`config.mk`:
```
export PLATFORM = sky130hd
export DESIGN_NAME = tisp_ctrl
export DESIGN_NICKNAME = d
export VERILOG_FILES = /design/src/design/tisp_pkg.sv /design/src/design/tisp_ctrl.sv
export SDC_FILE = /design/constraint.sdc
export NUM_CORES = 1
export LEC_CHECK = 0
export ABC_CLOCK_PERIOD_IN_PS = 2500
export BUFFER_PORTS_ARGS = -buffer_cell sky130_fd_sc_hd__buf_2
export CAP_MARGIN = 20
export CORE_AREA = 2 2 39 41
export DETAILED_ROUTE_END_ITERATION = 10
export DIE_AREA = 0 0 41 43
export PLACE_DENSITY = 0.43
export SYNTH_ARGS = -nofsm -noshare
export SYNTH_HDL_FRONTEND = slang
export SYNTH_SLANG_ARGS = --single-unit
export TNS_END_PERCENT = 10
```
`constraint.sdc`:
```
create_clock -name clk_i -period 2.5 [get_ports clk_i]
set_input_delay 0.25 -clock clk_i [delete_from_list [all_inputs] [get_ports clk_i]]
set_output_delay 0.25 -clock clk_i [all_outputs]
set_load 0.005 [all_outputs]
```
`src/design/tisp_pkg.sv`:
```
// Shared types and constants for the prefix trie unit.
// Used by tisp_ctrl, tisp_datapath and trie_insert_search_prefix_unit; depends on nothing.
package tisp_pkg;

  // Pool geometry
  localparam int unsigned NODE_COUNT    = 1024;
  localparam int unsigned ALPHABET_SIZE = 26;
  localparam int unsigned NODE_W        = $clog2(NODE_COUNT);
  localparam int unsigned FREE_W        = NODE_W + 1;
  localparam int unsigned SLOT_COUNT    = NODE_COUNT * ALPHABET_SIZE;
  localparam int unsigned SLOT_W        = $clog2(SLOT_COUNT);

  // Request field widths
  localparam int unsigned FUNC_W   = 2;
  localparam int unsigned LETTER_W = 5;

  // Operation codes; the fourth code is ignored
  localparam logic [FUNC_W-1:0] FUNC_INSERT = 2'd0;
  localparam logic [FUNC_W-1:0] FUNC_SEARCH = 2'd1;
  localparam logic [FUNC_W-1:0] FUNC_PREFIX = 2'd2;

  typedef enum logic [2:0] {
    ST_CLEAR,
    ST_IDLE,
    ST_READ,
    ST_WALK,
    ST_MARK,
    ST_FINISH
  } ctrl_state_e;

  // Controller to datapath
  typedef struct packed {
    logic clear_en;
    logic capture;
    logic lookup;
    logic walk;
    logic mark_read;
    logic finish;
  } ctrl_cmd_t;

  // Datapath to controller
  typedef struct packed {
    logic clear_done;
    logic item_last;
    logic out_busy;
  } dp_status_t;

endpackage

```
`src/design/tisp_ctrl.sv`:
```
// Sequencer for the prefix trie unit: clearing pass, request intake and walk steps.
// Depends on tisp_pkg; drives the command struct into tisp_datapath.
module tisp_ctrl (
  input  logic                                clk_i,
  input  logic                                rst_ni,
  input  logic                                in_valid_i,
  input  logic [tisp_pkg::FUNC_W-1:0]         func_i,
  output logic                                in_stall_o,
  input  tisp_pkg::dp_status_t                status_i,
  output tisp_pkg::ctrl_cmd_t                 cmd_o
);
  import tisp_pkg::*;

  ctrl_state_e state_q, state_d;

  // State register
  always_ff @(posedge clk_i or negedge rst_ni) begin
    if (!rst_ni) begin
      state_q <= ST_CLEAR;
    end else begin
      state_q <= state_d;
    end
  end

  // Next state and commands
  always_comb begin
    state_d    = state_q;
    cmd_o      = '0;
    in_stall_o = 1'b1;
    unique case (state_q)
      ST_CLEAR: begin
        cmd_o.clear_en = 1'b1;
        if (status_i.clear_done) begin
          state_d = ST_IDLE;
        end
      end
      ST_IDLE: begin
        in_stall_o = 1'b0;
        // drop requests with the undefined operation code
        if (in_valid_i && (func_i <= FUNC_PREFIX)) begin
          cmd_o.capture = 1'b1;
          state_d       = ST_READ;
        end
      end
      ST_READ: begin
        cmd_o.lookup = 1'b1;
        state_d      = ST_WALK;
      end
      ST_WALK: begin
        cmd_o.walk = 1'b1;
        state_d    = status_i.item_last ? ST_MARK : ST_IDLE;
      end
      ST_MARK: begin
        cmd_o.mark_read = 1'b1;
        state_d         = ST_FINISH;
      end
      ST_FINISH: begin
        // hold until the result register is free
        if (!status_i.out_busy) begin
          cmd_o.finish = 1'b1;
          state_d      = ST_IDLE;
        end
      end
      default: begin
        state_d = ST_CLEAR;
      end
    endcase
  end

endmodule

```
==> impl_metrics.py, run 1 <==
metrics = {
    "floorplanning": {
        "io_pins": 15,
        "rows": 14,
        "initial_core_util": 0.175,
        "core_um2": 1380,
        "die_y_um": 43,
        "die_area_um2": 1760,
        "die-width_um": 41,
    },
    "placed_design": {
        "hpwl_um": 451,
        "numPortBuffers": 14,
        "place.gp.congestion": 0.622,
        "dpl_cell_area_um2": 324,
        "dpl_worst_slack_ns": 1.28,
    },
    "sta": {
        "fmax_mhz": 684,
        "rsz0062_at_grt": "false",
        "hold_violations": 0,
        "skew_ns": 0.00240,
        "setup_viol": 0,
        "relSlewSlack": 0.778,
        "finalCriticalPeriod_ns": 1.46,
        "fin_tns_setup_ns": 0,
        "max_slew.worst_pin.slew_ns": 0.332,
        "period_share": 0.585,
        "drv_slew": 0,
        "setup_ws_ns": 1.04,
    },
    "logic_synthesis": {
        "synth_nets": 36,
        "synth_xor_area_frac": 0,
        "synthSimpleGateAreaFrac": 0.440,
        "synth_top_family_by_area": "simple AND/OR/NAND/NOR gates",
        "yosys-top-cells-area": "dfrtp_1 31%, nand2b_1 13%, and2b_2 7.3%, o211ai_1 6.2%, nor2b_4 5.7%",
        "synth_ff_type": "dfrtp_1",
        "synth_compound_area_frac": 0.202,
        "yosys_warnings": 0,
        "syn_avg_cell_area_um2": 8.62,
        "yosys.area.top_type_share": 0.311,
        "synthCells": 28,
        "synth_fa_ha_area_frac": 0,
        "yosys-top-cells-count": "5 x nand2b_1, 3 x dfrtp_1, 3 x nor2_1",
        "synth-edff-count": 0,
        "synth_largest_area_cell": "dfrtp_1",
        "synth.ff_latch_count": 3,
        "netlist_area_um2": 241,
        "synth_most_common_cell": "nand2b_1",
        "synth.distinct_cells": 16,
        "yosysSeqAreaShare": 0.311,
        "postSynth.asyncResetShare": 1.00,
        "synthMuxAreaShare": 0,
    },
    "critical_path": {
        "crit_required_ns": 2.25,
        "arrival_ns": 1.21,
        "worstSetupPathType": "reg2out",
        "end_kind": "output pin",
        "critPathMaxFanout": 9,
        "worst_setup_path_start_kind": "flip-flop",
    },
    "layout": {
        "antennaDiodeCount": 0,
        "nets": 55,
        "final_cell_area_um2": 360,
        "areaGrowthSynthToFinish_pct": 49.2,
        "reg_top3": "state_q x3",
        "largest_register_ff_count": 3,
        "regMostFlops": "state_q",
        "drive_above_1_share": 0.478,
    },
    "clocking": {
        "cts_tree": "yes",
        "clock_path_buffers": 2,
        "cts_sinks": 3,
        "clkLatencyLatePin_ns": 0.24,
        "cts_made_buffers": 3,
        "clkTransAtPathRegs_ns": 0.04,
        "postCtsSetupRepairBufs": 0,
        "root_buffer": "clkbuf_4",
        "h-tree-depth": 1,
    },
    "outcome": {
        "outcome": "completed",
    },
    "routing": {
        "dr_wl_met2_um": 281,
        "wl_met3_um": 49,
        "avgViaCountPerCell": 4.31,
        "wl_met1_um": 254,
        "ant_nets": 0,
        "drc": 0,
        "routed_wl_um": 604,
        "drtIter0Drc": 5,
        "firstDrtPassIters": 3,
        "topRoutingLayerUsed": "met4",
        "vias": 267,
        "routedWlPerCell_um": 9.74,
    },
    "global_routing": {
        "overflow": 0,
        "grtUsageTotal": 0.0865,
        "grt_pass1_vias": 256,
        "antenna_found_initial": 0,
        "grt_max_degree": 11,
        "grt_pass1_wl_um": 972,
    },
    "min_path": {
        "min_path_type": "in2reg",
    },
    "power": {
        "powerDensity_nw_per_um2": 1110,
        "ir_drop_uv": 277,
        "p_leak_nw": 0.180,
    },
    "run": {
        "max_cap_viol_count": 0,
    },
}
-- area by class of cell --
cell class | count | area (um2)
fill | 162 | 1020
multi-input combinational | 23 | 155
timing repair buffer | 15 | 80.1
sequential | 3 | 75.1
clock buffer | 4 | 26.3
tap | 16 | 20.0
inverter | 1 | 3.75
-- final timing paths --
kind | start | end | slack, ns | cells past startpoint
worst max-delay path | state_q[1] | cmd_o[4] | 1.04 | 4
worst min-delay path | status_i[1] | state_q[2] | 0.27 | 2
worst max register to register | state_q[1] | state_q[2] | 1.38 | 3
worst min register to register | state_q[0] | state_q[0] | 0.66 | 1
max in group asynchronous | rst_ni | state_q[1] | 2.06 | 2
min in group asynchronous | rst_ni | state_q[0] | 0.34 | 2
-- cells by family after synthesis --
kind of cell           after synthesis
flip-flops                           3
buffers and inverters                2
AND/OR/NAND/NOR                     16
AO/OA/AOI/OAI                        7
-- layer usage --
metal,track usage,vias up
met1,0.0906,121
li1,-,130
met3,0.0314,2
met2,0.125,14
met5,0,-
met4,0.0800,0
-- worst max-delay path: stages, from the launching register on --
cell and delay, ns:
dfrtp_1 0.45, and2b_2 0.25, nand2b_1 0.07, nor2_1 0.09
buf_2 0.11
-- what timing repair did --
| item | in CTS | in global routing |
|---|---|---|
| gates resized for setup | 0 | 0 |
| hold buffers | 1 | 0 |
| setup endpoints to repair | 0 | 0 |
| hold endpoints to repair | 3 | 0 |
-- stage by stage --
stage	hold slack, ns	instances	utilization	total power [mW]
floorplan	-0.0456	28	-	0.249
global placement	0.0488	57	0.234	0.316
detailed placement	0.0462	57	0.234	0.313
CTS	0.272	62	0.260	0.405
global route	0.276	62	0.260	0.446
finish	0.269	62	0.260	0.398
-- report_power, final --
group | switching [mW] | internal, mW
combinational | 0.0761 | 0.111
sequential | 0.0520 | 0.0708
clock | 0.0281 | 0.0600
-- layout by cell type, fill, tap and decap left out, types with 2 or more instances in the layout --
master    netlist  layout
nand2b_1        5       5
clkbuf_4        0       3
and2b_2         2       2
a21oi_1         2       2
nor3_1          2       2
nor2_1          3       3
buf_2           0      14
o211ai_1        2       2
dfrtp_1         3       3
No activity file was read; power rests on OpenSTA's default activity.
==> run 2, diff against run 1 <==
- ABC_CLOCK_PERIOD_IN_PS: 2500 -> 1400
- clock period: 2.5 -> 1.4 ns (I/O delays scaled with it)
==> impl_metrics.py, run 2 (synthesis results as in run 1) <==
metrics = {
    "outcome": {
        "outcome": "completed",
    },
    "routing": {
        "drc": 0,
        "vias": 252,
        "drtIter0Drc": 2,
        "ant_nets": 0,
        "firstDrtPassIters": 3,
        "avgViaCountPerCell": 4.06,
        "routed_wl_um": 632,
        "routedWlPerCell_um": 10.2,
    },
    "critical_path": {
        "cp_cell_sequence": "and2b_2 -> nand2b_1 -> nor2_1 -> buf_2",
        "path_buf_inv": 1,
        "max_stage_delay_ns": 0.44,
        "worst_setup_path_start_kind": "flip-flop",
        "path_delay_family": "flip-flops",
        "worstSetupPathType": "reg2out",
        "ff2ff_path_depth": 3,
        "end_kind": "output pin",
        "rr_endpoint": "state_q[2]",
        "crit_required_ns": 1.26,
        "regToRegStartpoint": "state_q[1]",
        "slowest_stage": "dfrtp_2",
        "arrival_ns": 1.18,
        "critPathMaxFanout": 9,
        "regToRegSetupSlack_ns": 0.34,
    },
    "layout": {
        "mostFrequentLayoutCell": "buf_2",
        "antennaDiodeCount": 0,
        "nets": 55,
        "final_cell_area_um2": 364,
        "regMostFlops": "state_q",
        "final_util": 0.263,
        "drive_above_1_share": 0.543,
        "final_cell_mix": "14 x buf_2, 5 x nand2b_1, 3 x nor2_1, 3 x clkbuf_4, 3 x dfrtp_2",
        "fin_cells": 62,
        "largest_register_ff_count": 3,
        "reg_top3": "state_q x3",
        "areaGrowthSynthToFinish_pct": 50.8,
    },
    "run": {
        "max_cap_viol_count": 0,
    },
    "power": {
        "intPower_mw": 0.441,
        "p_leak_nw": 0.176,
        "sw_frac_of_total": 0.390,
        "ir_drop_uv": 476,
        "p_switching_mw": 0.282,
        "finalPower_mw": 0.724,
        "pwr-share-seq": 0.318,
        "combPwrFrac": 0.462,
        "powerDensity_nw_per_um2": 1990,
        "p_clk_frac": 0.220,
    },
    "min_path": {
        "worstHoldStart": "status_i[1]",
        "min_path_type": "in2reg",
        "hold_path_end": "state_q[2]",
        "whs_path_depth": 2,
    },
    "floorplanning": {
        "die_area_um2": 1760,
        "initial_core_util": 0.175,
        "rows": 14,
        "die-width_um": 41,
        "core_um2": 1380,
        "io_pins": 15,
        "die_y_um": 43,
    },
    "clocking": {
        "clock_path_buffers": 2,
        "clkLatencyLatePin_ns": 0.24,
        "cts_sinks": 3,
        "cts_tree": "yes",
        "cts_made_buffers": 3,
        "root_buffer": "clkbuf_4",
        "clkTransAtPathRegs_ns": 0.05,
        "h-tree-depth": 1,
    },
    "sta": {
        "skew_ns": 0.0107,
        "max_slew.worst_pin.slew_ns": 0.194,
        "hold_violations": 0,
        "setup_ws_ns": 0.0752,
        "period_share": 0.946,
        "finalCriticalPeriod_ns": 1.32,
        "relSlewSlack": 0.871,
        "rsz0062_at_grt": "false",
        "fin_tns_setup_ns": 0,
        "drv_slew": 0,
        "setup_viol": 0,
        "fmax_mhz": 755,
        "fin_hold_ws_ns": 0.140,
    },
    "placed_design": {
        "hpwl_um": 470,
        "dp.cells": 57,
        "dpl_cell_area_um2": 324,
        "place.gp.congestion": 0.640,
        "numPortBuffers": 14,
        "dpl_worst_slack_ns": 0.298,
    },
    "global_routing": {
        "overflow": 0,
        "grt_pass1_vias": 274,
        "antenna_found_initial": 0,
        "grtUsageTotal": 0.0863,
        "grt_pass1_wl_um": 1010,
        "grt_max_degree": 11,
    },
}
-- run 2: cell counts in the layout (fill, tap and decap cells not counted) --
No cell type changed its count.
-- run 2: timing repair --
action | 4_1_cts | 5_1_grt
setup endpoints to repair | 0 | 2
hold buffers | 1 | 0
gates resized for setup | 0 | 3
endpoints found under the hold margin | 3 | 0
buffers inserted | 0 | 0
-- run 2: how the worst max path moves through the flow --
| stage | start | end | slack, ns | cells past startpoint |
|---|---|---|---|---|
| after global routing | state_q[1] | cmd_o[4] | 0.02 | 4 |
| after detailed placement | state_q[1] | cmd_o[4] | 0.30 | 4 |
| final | state_q[1] | cmd_o[4] | 0.08 | 4 |
| after CTS | state_q[1] | cmd_o[4] | 0.04 | 4 |
| after floorplan | state_q[1] | state_q[2] | 0.36 | 3 |
| after global placement | state_q[2] | state_q[0] | 0.27 | 3 |
-- run 2: metal layers --
layer	vias to the layer above	GRT usage	part of all wire
met1	110	0.0997	0.46
met4	0	0.0600	0
met3	0	0.0314	0.078
li1	131	-	-
met2	11	0.125	0.46
met5	-	0	0
-- run 2: layout make-up --
| cell class | instances | area, um2 |
|---|---|---|
| fillers | 160 | 1020 |
| repair buffers | 15 | 80.1 |
| well taps | 16 | 20.0 |
| inverters | 1 | 3.75 |
| multi-input cells | 23 | 155 |
| flip-flops and latches | 3 | 78.8 |
| clock buffers | 4 | 26.3 |
-- run 2: power groups by stage --
stage                     Combinational (mW)  Sequential (mW)  Clock [mW]
final                                  0.335            0.230       0.159
after global routing                   0.373            0.253       0.173
after CTS                              0.338            0.223       0.166
after detailed placement               0.334            0.223           0
after global placement                 0.337            0.225           0
after floorplan                        0.274            0.170           0
